<file path="config.mk">
export PLATFORM = sky130hd
export DESIGN_NAME = tcp_source_prefix_blocklist_filter
export DESIGN_NICKNAME = d
export VERILOG_FILES = /design/src/rtl/tspbf_pkg.sv /design/src/rtl/tcp_source_prefix_blocklist_filter.sv /design/src/rtl/tspbf_dp.sv /design/src/rtl/tspbf_ctrl.sv
export VERILOG_INCLUDE_DIRS = /design/src /design/src/rtl
export SDC_FILE = /design/constraint.sdc
export NUM_CORES = 2
export LEC_CHECK = 0
export ABC_AREA = 1
export CAP_MARGIN = 20
export CORE_MARGIN = 1
export CORE_UTILIZATION = 40
export CTS_CLUSTER_SIZE = 30
export DETAILED_ROUTE_END_ITERATION = 16
export DONT_BUFFER_PORTS = 1
export PLACE_DENSITY = 0.56
export SETUP_SLACK_MARGIN = 0.3
export SLEW_MARGIN = 25
export SYNTH_ARGS = -nofsm -noshare
export SYNTH_HDL_FRONTEND = slang
export SYNTH_HIERARCHICAL = 1
export SYNTH_SLANG_ARGS = --single-unit
</file>
<file path="constraint.sdc">
create_clock -name clk -period 13 [get_ports clk]
set_clock_uncertainty 0.1 [all_clocks]
set_input_delay 0.65 -clock clk [delete_from_list [all_inputs] [get_ports clk]]
set_output_delay 0.65 -clock clk [all_outputs]
set_load 0.02 [all_outputs]
</file>
<file path="src/rtl/tcp_source_prefix_blocklist_filter_macros.svh">
// Assertion macros for the source-prefix blocklist filter.
// Used by the controller; no other dependencies.
`ifndef TCP_SOURCE_PREFIX_BLOCKLIST_FILTER_MACROS_SVH
`define TCP_SOURCE_PREFIX_BLOCKLIST_FILTER_MACROS_SVH

// same-cycle implication
`define TSPBF_ASSERT_NOW(lbl, ck, rn, ante, cons) \
  lbl: assert property (@(posedge ck) disable iff (!rn) (ante) |-> (cons)) \
    else $error("tspbf assertion failed");

// next-cycle implication
`define TSPBF_ASSERT_NEXT(lbl, ck, rn, ante, cons) \
  lbl: assert property (@(posedge ck) disable iff (!rn) (ante) |=> (cons)) \
    else $error("tspbf assertion failed");

`endif

</file>
<file path="src/rtl/tspbf_pkg.sv">
// Shared types and constants for the source-prefix blocklist filter.
// No dependencies.
package tspbf_pkg;

  localparam int TABLE_ENTRIES = 16;
  localparam int IDX_W         = 4;

  localparam logic [1:0] ACT_BYTE  = 2'd0;
  localparam logic [1:0] ACT_WRITE = 2'd1;
  localparam logic [1:0] ACT_READ  = 2'd2;

  localparam logic [1:0] VERD_PASS  = 2'd0;
  localparam logic [1:0] VERD_DROP  = 2'd1;
  localparam logic [1:0] VERD_ABORT = 2'd2;
  localparam logic [1:0] VERD_READ  = 2'd3;

  localparam logic [15:0] ETYPE_IPV4  = 16'h0800;
  localparam logic [7:0]  PROTO_TCP   = 8'h06;
  localparam logic [15:0] PORT_RESET  = 16'd8080;
  localparam logic [6:0]  COUNT_MAX   = 7'd127;

  localparam logic       REG_GROUP = 1'b0;
  localparam logic       REG_PORT  = 1'b1;

  typedef enum logic [2:0] {
    ST_IDLE,
    ST_CLASS,
    ST_SCAN,
    ST_COMMIT,
    ST_RESULT
  } tspbf_state_t;

  typedef struct packed {
    logic cap_byte;
    logic write_rule;
    logic start_read;
    logic classify;
    logic scan_step;
    logic commit;
    logic load_out;
  } tspbf_cmd_t;

  typedef struct packed {
    logic need_lookup;
    logic scan_last;
    logic out_free;
  } tspbf_status_t;

endpackage

</file>
<file path="src/rtl/tcp_source_prefix_blocklist_filter.sv">
// Top level of the TCP source-prefix blocklist filter: APB registers,
// controller and datapath. Depends on tspbf_pkg, tspbf_ctrl, tspbf_dp.
//
// Usage: the request channel (in_valid/in_stall) carries one action per
// request: a frame byte, a rule-table write or a drop-counter read. The
// result channel (out_valid/out_stall) gives one verdict per frame (on the
// byte flagged last) and one reply per counter read.
// Frame bytes that are not last, and table writes, are taken one per cycle
// while the block is idle. A last byte goes through classify, then, when a
// table lookup is needed, a scan of the 16-entry table (one entry compared
// per cycle) and a commit step, then the result step; a counter read goes
// straight to the result step. The result is loaded into the output register as the block leaves its result step.
// The output register holds a result while the receiver stalls; the block
// keeps taking frame bytes and writes meanwhile, and waits in its result
// step only if a second result is ready before the first was taken.
// Reset (rst_n low, synchronous) clears the byte count, entry valid bits,
// output valid and state, and sets group_value 0 and blocked_port 8080.
// Configuration via APB: register 0 at 0x0 is group_value, register 1 at
// 0x4 is blocked_port; write only while the block is idle.
module tcp_source_prefix_blocklist_filter
  import tspbf_pkg::*;
(
  input  logic          clk,
  input  logic          rst_n,
  input  logic          in_valid,
  output logic          in_stall,
  input  logic [1:0]    in_action,
  input  logic [7:0]    in_data_byte,
  input  logic          in_last_byte,
  input  logic [3:0]    in_rule_index,
  input  logic [31:0]   in_rule_address,
  input  logic [5:0]    in_rule_length,
  input  logic          in_rule_enable,
  input  logic [31:0]   in_rule_start_count,
  output logic          out_valid,
  input  logic          out_stall,
  output logic [1:0]    out_verdict,
  output logic          out_rule_hit,
  output logic [3:0]    out_hit_index,
  output logic [31:0]   out_drop_count,
  input  logic          cfg_psel,
  input  logic          cfg_penable,
  input  logic          cfg_pwrite,
  input  logic [2:0]    cfg_paddr,
  input  logic [31:0]   cfg_pwdata,
  output logic [31:0]   cfg_prdata,
  output logic          cfg_pready
);

  logic [31:0]   group_value_r;
  logic [15:0]   blocked_port_r;
  logic          cfg_wr;
  tspbf_cmd_t    cmd;
  tspbf_status_t status;

  assign cfg_pready = 1'b1;
  assign cfg_wr     = cfg_psel && cfg_penable && cfg_pwrite;

  always_ff @(posedge clk) begin
    if (!rst_n) begin
      group_value_r  <= 32'd0;
      blocked_port_r <= PORT_RESET;
    end else if (cfg_wr) begin
      if (cfg_paddr[2] == REG_GROUP) group_value_r  <= cfg_pwdata;
      else                           blocked_port_r <= cfg_pwdata[15:0];
    end
  end

  assign cfg_prdata = (cfg_paddr[2] == REG_PORT) ? {16'd0, blocked_port_r}
                                                 : group_value_r;

  tspbf_ctrl u_ctrl (
    .clk          (clk),
    .rst_n        (rst_n),
    .in_valid     (in_valid),
    .in_action    (in_action),
    .in_last_byte (in_last_byte),
    .in_stall     (in_stall),
    .status       (status),
    .cmd          (cmd)
  );

  tspbf_dp u_dp (
    .clk                 (clk),
    .rst_n               (rst_n),
    .cmd                 (cmd),
    .status              (status),
    .in_data_byte        (in_data_byte),
    .in_last_byte        (in_last_byte),
    .in_rule_index       (in_rule_index),
    .in_rule_address     (in_rule_address),
    .in_rule_length      (in_rule_length),
    .in_rule_enable      (in_rule_enable),
    .in_rule_start_count (in_rule_start_count),
    .group_value         (group_value_r),
    .blocked_port        (blocked_port_r),
    .out_valid           (out_valid),
    .out_stall           (out_stall),
    .out_verdict         (out_verdict),
    .out_rule_hit        (out_rule_hit),
    .out_hit_index       (out_hit_index),
    .out_drop_count      (out_drop_count)
  );

endmodule

</file>
<file path="src/rtl/tspbf_dp.sv">
// Datapath: header capture, rule table, prefix scan, result and output regs.
// Depends on tspbf_pkg.
module tspbf_dp
  import tspbf_pkg::*;
(
  input  logic                 clk,
  input  logic                 rst_n,
  input  tspbf_cmd_t           cmd,
  output tspbf_status_t        status,
  input  logic [7:0]           in_data_byte,
  input  logic                 in_last_byte,
  input  logic [IDX_W-1:0]     in_rule_index,
  input  logic [31:0]          in_rule_address,
  input  logic [5:0]           in_rule_length,
  input  logic                 in_rule_enable,
  input  logic [31:0]          in_rule_start_count,
  input  logic [31:0]          group_value,
  input  logic [15:0]          blocked_port,
  output logic                 out_valid,
  input  logic                 out_stall,
  output logic [1:0]           out_verdict,
  output logic                 out_rule_hit,
  output logic [IDX_W-1:0]     out_hit_index,
  output logic [31:0]          out_drop_count
);

  // header fields captured as the bytes go by
  logic [6:0]  byte_count_r, byte_count_nxt;
  logic [6:0]  len_r;
  logic [7:0]  et_hi_r, et_lo_r, proto_r, port_hi_r, port_lo_r;
  logic [3:0]  ihl_r;
  logic [31:0] src_r;

  logic [TABLE_ENTRIES-1:0] ent_valid_r;
  logic [31:0] ent_prefix_r [TABLE_ENTRIES];
  logic [5:0]  ent_len_r    [TABLE_ENTRIES];
  logic [31:0] ent_drops_r  [TABLE_ENTRIES];

  logic [IDX_W-1:0] scan_idx_r, best_r;
  logic [5:0]       best_len_r;
  logic             found_r;

  logic [1:0]       res_verdict_r;
  logic             res_hit_r;
  logic [IDX_W-1:0] res_index_r;
  logic [31:0]      res_count_r;

  logic             out_valid_r;
  logic [1:0]       out_verdict_r;
  logic             out_hit_r;
  logic [IDX_W-1:0] out_index_r;
  logic [31:0]      out_count_r;

  logic [6:0]  tcp_off;
  logic [6:0]  len_now;
  logic        cls_abort, cls_lookup;
  logic [5:0]  sc_len;
  logic [31:0] sc_mask;
  logic        sc_match;
  logic [IDX_W-1:0] rd_idx;
  logic [31:0] drops_rd, drops_inc;

  assign tcp_off = 7'd14 + {1'b0, ihl_r, 2'b00};
  assign len_now = (byte_count_r < COUNT_MAX) ? byte_count_r + 7'd1 : COUNT_MAX;
  assign byte_count_nxt = in_last_byte ? 7'd0 : len_now;

  always_comb begin
    cls_abort  = 1'b0;
    cls_lookup = 1'b0;
    if (len_r < 7'd14) begin
      cls_abort = 1'b1;
    end else if ({et_hi_r, et_lo_r} != ETYPE_IPV4) begin
      cls_abort = 1'b0;
    end else if (len_r < 7'd34) begin
      cls_abort = 1'b1;
    end else if (proto_r != PROTO_TCP) begin
      cls_abort = 1'b0;
    end else if (len_r < tcp_off + 7'd20) begin
      cls_abort = 1'b1;
    end else if ({port_hi_r, port_lo_r} == blocked_port) begin
      cls_lookup = 1'b1;
    end
  end

  // one table entry per cycle
  assign sc_len   = (ent_len_r[scan_idx_r] > 6'd32) ? 6'd32 : ent_len_r[scan_idx_r];
  assign sc_mask  = 32'hFFFF_FFFF << (6'd32 - sc_len);
  assign sc_match = ent_valid_r[scan_idx_r] &&
                    (((src_r ^ ent_prefix_r[scan_idx_r]) & sc_mask) == 32'd0);

  assign rd_idx    = cmd.commit ? best_r : in_rule_index;
  assign drops_rd  = ent_drops_r[rd_idx];
  assign drops_inc = drops_rd + 32'd1;

  assign status.need_lookup = cls_lookup;
  assign status.scan_last   = (scan_idx_r == IDX_W'(TABLE_ENTRIES - 1));
  assign status.out_free    = !out_valid_r || !out_stall;

  always_ff @(posedge clk) begin
    if (!rst_n) begin
      byte_count_r <= 7'd0;
    end else if (cmd.cap_byte) begin
      byte_count_r <= byte_count_nxt;
    end
  end

  always_ff @(posedge clk) begin
    if (cmd.cap_byte) begin
      if (in_last_byte) len_r <= len_now;
      if (byte_count_r == 7'd12) et_hi_r <= in_data_byte;
      if (byte_count_r == 7'd13) et_lo_r <= in_data_byte;
      if (byte_count_r == 7'd14) ihl_r <= in_data_byte[3:0];
      if (byte_count_r == 7'd23) proto_r <= in_data_byte;
      if (byte_count_r == 7'd26) src_r[31:24] <= in_data_byte;
      if (byte_count_r == 7'd27) src_r[23:16] <= in_data_byte;
      if (byte_count_r == 7'd28) src_r[15:8]  <= in_data_byte;
      if (byte_count_r == 7'd29) src_r[7:0]   <= in_data_byte;
      if (byte_count_r == tcp_off + 7'd2) port_hi_r <= in_data_byte;
      if (byte_count_r == tcp_off + 7'd3) port_lo_r <= in_data_byte;
    end
  end

  always_ff @(posedge clk) begin
    if (!rst_n) begin
      ent_valid_r <= '0;
    end else if (cmd.write_rule) begin
      ent_valid_r[in_rule_index] <= in_rule_enable;
    end
  end

  always_ff @(posedge clk) begin
    if (cmd.write_rule) begin
      ent_prefix_r[in_rule_index] <= in_rule_address;
      ent_len_r[in_rule_index]    <= in_rule_length;
      ent_drops_r[in_rule_index]  <= in_rule_start_count;
    end else if (cmd.commit && found_r && group_value == 32'd1) begin
      ent_drops_r[best_r] <= drops_inc;
    end
  end

  always_ff @(posedge clk) begin
    if (cmd.classify) begin
      scan_idx_r    <= '0;
      found_r       <= 1'b0;
      best_r        <= '0;
      best_len_r    <= 6'd0;
      res_verdict_r <= cls_abort ? VERD_ABORT : VERD_PASS;
      res_hit_r     <= 1'b0;
      res_index_r   <= '0;
      res_count_r   <= 32'd0;
    end else if (cmd.scan_step) begin
      scan_idx_r <= scan_idx_r + 1'b1;
      // strict compare keeps the lowest index on equal lengths
      if (sc_match && (!found_r || sc_len > best_len_r)) begin
        found_r    <= 1'b1;
        best_r     <= scan_idx_r;
        best_len_r <= sc_len;
      end
    end else if (cmd.commit) begin
      if (found_r) begin
        res_hit_r   <= 1'b1;
        res_index_r <= best_r;
        if (group_value == 32'd1) begin
          res_verdict_r <= VERD_DROP;
          res_count_r   <= drops_inc;
        end else begin
          res_verdict_r <= VERD_PASS;
          res_count_r   <= drops_rd;
        end
      end
    end else if (cmd.start_read) begin
      res_verdict_r <= VERD_READ;
      res_hit_r     <= ent_valid_r[in_rule_index];
      res_index_r   <= in_rule_index;
      res_count_r   <= drops_rd;
    end
  end

  always_ff @(posedge clk) begin
    if (!rst_n) begin
      out_valid_r <= 1'b0;
    end else if (cmd.load_out) begin
      out_valid_r <= 1'b1;
    end else if (!out_stall) begin
      out_valid_r <= 1'b0;
    end
  end

  always_ff @(posedge clk) begin
    if (cmd.load_out) begin
      out_verdict_r <= res_verdict_r;
      out_hit_r     <= res_hit_r;
      out_index_r   <= res_index_r;
      out_count_r   <= res_count_r;
    end
  end

  assign out_valid      = out_valid_r;
  assign out_verdict    = out_verdict_r;
  assign out_rule_hit   = out_hit_r;
  assign out_hit_index  = out_index_r;
  assign out_drop_count = out_count_r;

endmodule

</file>
<file path="src/rtl/tspbf_ctrl.sv">
// Controller state machine: sequences capture, classify, table scan, commit, counter reads and result.
// Depends on tspbf_pkg and the assertion macro header.
`include "tcp_source_prefix_blocklist_filter_macros.svh"
module tspbf_ctrl
  import tspbf_pkg::*;
(
  input  logic          clk,
  input  logic          rst_n,
  input  logic          in_valid,
  input  logic [1:0]    in_action,
  input  logic          in_last_byte,
  output logic          in_stall,
  input  tspbf_status_t status,
  output tspbf_cmd_t    cmd
);

  tspbf_state_t state_r, state_nxt;
  logic         take;

  assign take = in_valid && (state_r == ST_IDLE);

  always_ff @(posedge clk) begin
    if (!rst_n) begin
      state_r <= ST_IDLE;
    end else begin
      state_r <= state_nxt;
    end
  end

  always_comb begin
    state_nxt = state_r;
    case (state_r)
      ST_IDLE: begin
        if (take && in_action == ACT_BYTE && in_last_byte) state_nxt = ST_CLASS;
        else if (take && in_action == ACT_READ) state_nxt = ST_RESULT;
      end
      ST_CLASS:  state_nxt = status.need_lookup ? ST_SCAN : ST_RESULT;
      ST_SCAN:   if (status.scan_last) state_nxt = ST_COMMIT;
      ST_COMMIT: state_nxt = ST_RESULT;
      ST_RESULT: if (status.out_free) state_nxt = ST_IDLE;
      default:   state_nxt = ST_IDLE;
    endcase
  end

  always_comb begin
    cmd      = '0;
    in_stall = 1'b1;
    case (state_r)
      ST_IDLE: begin
        in_stall       = 1'b0;
        cmd.cap_byte   = take && (in_action == ACT_BYTE);
        cmd.write_rule = take && (in_action == ACT_WRITE);
        cmd.start_read = take && (in_action == ACT_READ);
      end
      ST_CLASS:  cmd.classify  = 1'b1;
      ST_SCAN:   cmd.scan_step = 1'b1;
      ST_COMMIT: cmd.commit    = 1'b1;
      ST_RESULT: cmd.load_out  = status.out_free;
      default:   cmd = '0;
    endcase
  end

  `TSPBF_ASSERT_NEXT(a_last_byte_classifies, clk, rst_n,
    cmd.cap_byte && in_last_byte, state_r == ST_CLASS)
  `TSPBF_ASSERT_NEXT(a_scan_ends_in_commit, clk, rst_n,
    cmd.scan_step && status.scan_last, state_r == ST_COMMIT)
  `TSPBF_ASSERT_NEXT(a_result_returns_idle, clk, rst_n,
    cmd.load_out, state_r == ST_IDLE && !in_stall)

endmodule

</file>
==> impl_metrics.yaml <==
detailed_routing:
  drc_errors: 0
  viasPerCell: 5.51
  first_pass_iters: 6
  initialDrtViolationCount: 3179
  wl_um: 157000
  vias: 37700
  wire_per_inst_um: 22.9
  ant_nets: 0
cts:
  clockBufferDepth: 3
  numCtsBuffers: 148
  cts_setup_buffers: 0
  cts_tree: "done"
  root_buffer: "clkbuf_16"
  cts-htree-levels: 4
  clk_latency_ps: 790
  clk_pin_slew_ps: 60
  cts_num_sinks: 1374
synth:
  synth_cell_types: 55
  synth-edff-count: 1243
  synth_top_family_by_area: "simple AND/OR/NAND/NOR gates"
  async_flop_share_pct: 0
  synth-seq-cells: 1374
  synth-main-ff-cell: "edfxtp_1"
  synth_compound_area_share_pct: 11.0
  netlist_area_mm2: 0.0568
  synthMuxAreaShare_pct: 0
  synth_top_area_share_pct: 65.7
  synthXorXnorAreaFrac_pct: 1.16
  syn_inst: 4824
  syn_avg_cell_area_um2: 11.8
  synth-simple-area-share_pct: 13.0
  seq_area_frac_synth_pct: 70.3
  synth_top_cells_by_area: "edfxtp_1, o21ai_0, nor2_1"
  yosys_warnings: 6
  yosys.area.top_type: "edfxtp_1"
  synthAdderAreaFrac_pct: 0.506
  synth_fp_nets: 4975
placement:
  hpwl_um: 82800
  place.gp.congestion: 0.864
  port_buffers: 0
  placed_cell_area_mm2: 0.0587
floorplanning:
  core_area_mm2: 0.140
  die_width_um: 379
  die_h_um: 379
  rows: 137
  dieArea_mm2: 0.144
  io_pins: 202
  initial_core_util_pct: 40.5
sta:
  fin_crit_sh_pct: 55.1
  setup_viol: 0
  setup_tns_ps: 0
  grt_setup_unrepaired: "no"
  worst_slew_pin_slew_ps: 1110
  slew_violations: 0
  fin_crit_ps: 7170
  maxSlewHeadroom_pct: 26.1
  hold_viol_final: 0
  timing.fmax_mhz: 140
final_layout:
  area_delta_synth_final_pct: 13.0
  nFillCells: 12700
  final_area_mm2: 0.0642
  layout-drive-gt1-share_pct: 7.72
  nets: 4994
global_routing:
  antenna_found_initial: 22
  grt_usage_pct: 21.6
  grt_overflow_total: 0
  grt_pass1_wl_um: 230000
  grt_pass1_vias: 35500
  grt_max_degree: 184
worst_setup_path:
  slowest_stage: "buf_4"
  cp-end-kind: "flop"
  crit_family: "simple AND/OR/NAND/NOR gates"
  critPathBufInv: 6
  start_kind: "flop"
  worstPathMaxFanout: 130
  cp.required_ps: 13340
  arrival_ps: 7510
  worstSetupPathType: "flop to flop"
  crit_chain: "inv_1 > nor2_1 > buf_4 > inv_1 > nand2_1 > nand2_8 > inv_6 > buf_4 > nor2_1 > nor2_1 > o21ai_0 > o211ai_1 > nand3_1 > nand2_1 > ha_1 > nand2_1 > nor2_2 > nand3_2 > nor2_2 > nand3_1 > nor3_2 > xor2_1 > inv_1 > o21ai_1"
  crit_path_max_incr_delay_ps: 840
power_and_ir_drop:
  p_leak_nw: 21.6
  p_per_area_mw_per_mm2: 161
  peakVddDrop_mv: 0.0903
run_status:
  outcome: "completed"
run:
  maxCapViolCount: 0
min_path:
  hp-class: "primary input to flop"
==> power by group <==
group          leakage (nW)  switching, W  internal [W]  total, W
Combinational          7.06      0.000914      0.000370   0.00128
Clock                  2.27       0.00174       0.00231   0.00405
Sequential             12.3     0.0000924       0.00490   0.00499
==> cells by family after synthesis <==
family	Yosys count
AOI/OAI and AO/OA	1056
DFF	1374
and+or+nand+nor	1774
xor gates and xnor gates	75
buffers and inverters	521
adders and majority gates	23
other	1
==> cells in the final DEF, fill, tap and decap left out, types with 66 or more instances in the layout <==
| cell | Yosys | routed |
|---|---|---|
| nor2_1 | 843 | 809 |
| o221ai_1 | 135 | 135 |
| o22ai_1 | 93 | 93 |
| o21ai_0 | 634 | 634 |
| o211ai_1 | 99 | 99 |
| inv_1 | 217 | 213 |
| nand2_1 | 542 | 542 |
| buf_4 | 28 | 66 |
| dlygate4sd3_1 | 0 | 86 |
| edfxtp_1 | 1243 | 1243 |
| clkbuf_16 | 0 | 150 |
| dfxtp_1 | 131 | 128 |
| nand3_1 | 237 | 236 |
==> state kept, by name, summed over array words and instances (netlist names), 6 cells and up, named ones only <==
| signal | flops |
|---|---|
| u_dp/res_count_r | 32 |
| u_dp/byte_count_r | 7 |
| u_dp/et_hi_r | 8 |
| u_dp/ent_len_r | 96 |
| u_dp/ent_drops_r | 512 |
| u_dp/et_lo_r | 8 |
| blocked_port_r | 16 |
| group_value_r | 32 |
| u_dp/out_drop_count | 32 |
| u_dp/best_len_r | 6 |
| u_dp/len_r | 6 |
| u_dp/port_hi_r | 8 |
| u_dp/port_lo_r | 8 |
| u_dp/src_r | 32 |
| u_dp/ent_prefix_r | 512 |
| u_dp/ent_valid_r | 16 |
| u_dp/proto_r | 8 |
==> layer usage <==
metal	vias up	part of all wire [%]	wire length, µm	GRT usage (%)
met2	1248	46	72100	33.9
met3	259	7.4	11700	4.79
met5	-	0.089	139	0
li1	17400	-	-	-
met1	18700	44	69100	29.8
met4	22	2.5	3890	6.29
==> worst min-delay path, delay by kind of cell <==
family	cells	cell delay (ps)
compound gates	1	80
simple gates	2	160
==> worst paths after layout <==
kind                                    from                                end  slack [ps]  cells past startpoint
min                         in_rule_index[2]        u_dp/res_hit_r$_SDFFE_PP0P_          60                      3
max           u_ctrl/state_r[1]$_SDFFE_PN0P_  u_dp/ent_drops_r[9][26]$_DFFE_PP_        5830                     24
min reg2reg  u_dp/res_verdict_r[1]$_DFFE_PP_      u_dp/out_verdict[1]$_DFFE_PP_         320                      0
max reg2reg   u_ctrl/state_r[1]$_SDFFE_PN0P_  u_dp/ent_drops_r[9][26]$_DFFE_PP_        5830                     24
==> cells in the mapped netlist, types with 16 or more instances <==
| cell | number |
|---|---|
| o221ai_1 | 135 |
| a21oi_1 | 55 |
| nand4_1 | 42 |
| o22ai_1 | 93 |
| xor2_1 | 56 |
| buf_4 | 28 |
| buf_2 | 74 |
| nand2_1 | 542 |
| nor2_1 | 843 |
| clkbuf_1 | 157 |
| ha_1 | 23 |
| buf_6 | 19 |
| o211ai_1 | 99 |
| o21ai_0 | 634 |
| edfxtp_1 | 1243 |
| nand2_2 | 16 |
| nand3_1 | 237 |
| dfxtp_1 | 131 |
| xnor2_1 | 19 |
| nor3_1 | 35 |
| nor4_1 | 17 |
| inv_1 | 217 |
==> metrics by stage <==
step	hold WS (ps)	util [%]	cells	power, W	setup slack, ps
global placement	305	41.8	6480	0.00628	6010
CTS	0.547	45.8	6837	0.0104	5940
global route	37.2	45.8	6840	0.0107	5250
finish	57.8	45.8	6843	0.0103	5830
detailed placement	307	41.9	6482	0.00630	5970
floorplan	300	-	4824	0.00597	7820
==> final cells by class <==
cell class,instances,area [µm²],share of cell area (%)
diodes,6,15.0,0.0234
clock buffers,188,3920,6.10
clock inverters,80,731,1.14
inverters,233,896,1.39
multi-input cells,2929,14900,23.2
flip-flops and latches,1374,40000,62.2
well taps,1876,2350,3.65
repair buffers,157,1480,2.30
==> repair_timing <==
item / 4_1_cts / 5_1_grt
hold buffers: 87 / 0
endpoints found under the hold margin: 756 / 0
endpoints found under the setup margin: 0 / 0
resized for setup: 0 / 0
Power figures use the tool's default switching activity.
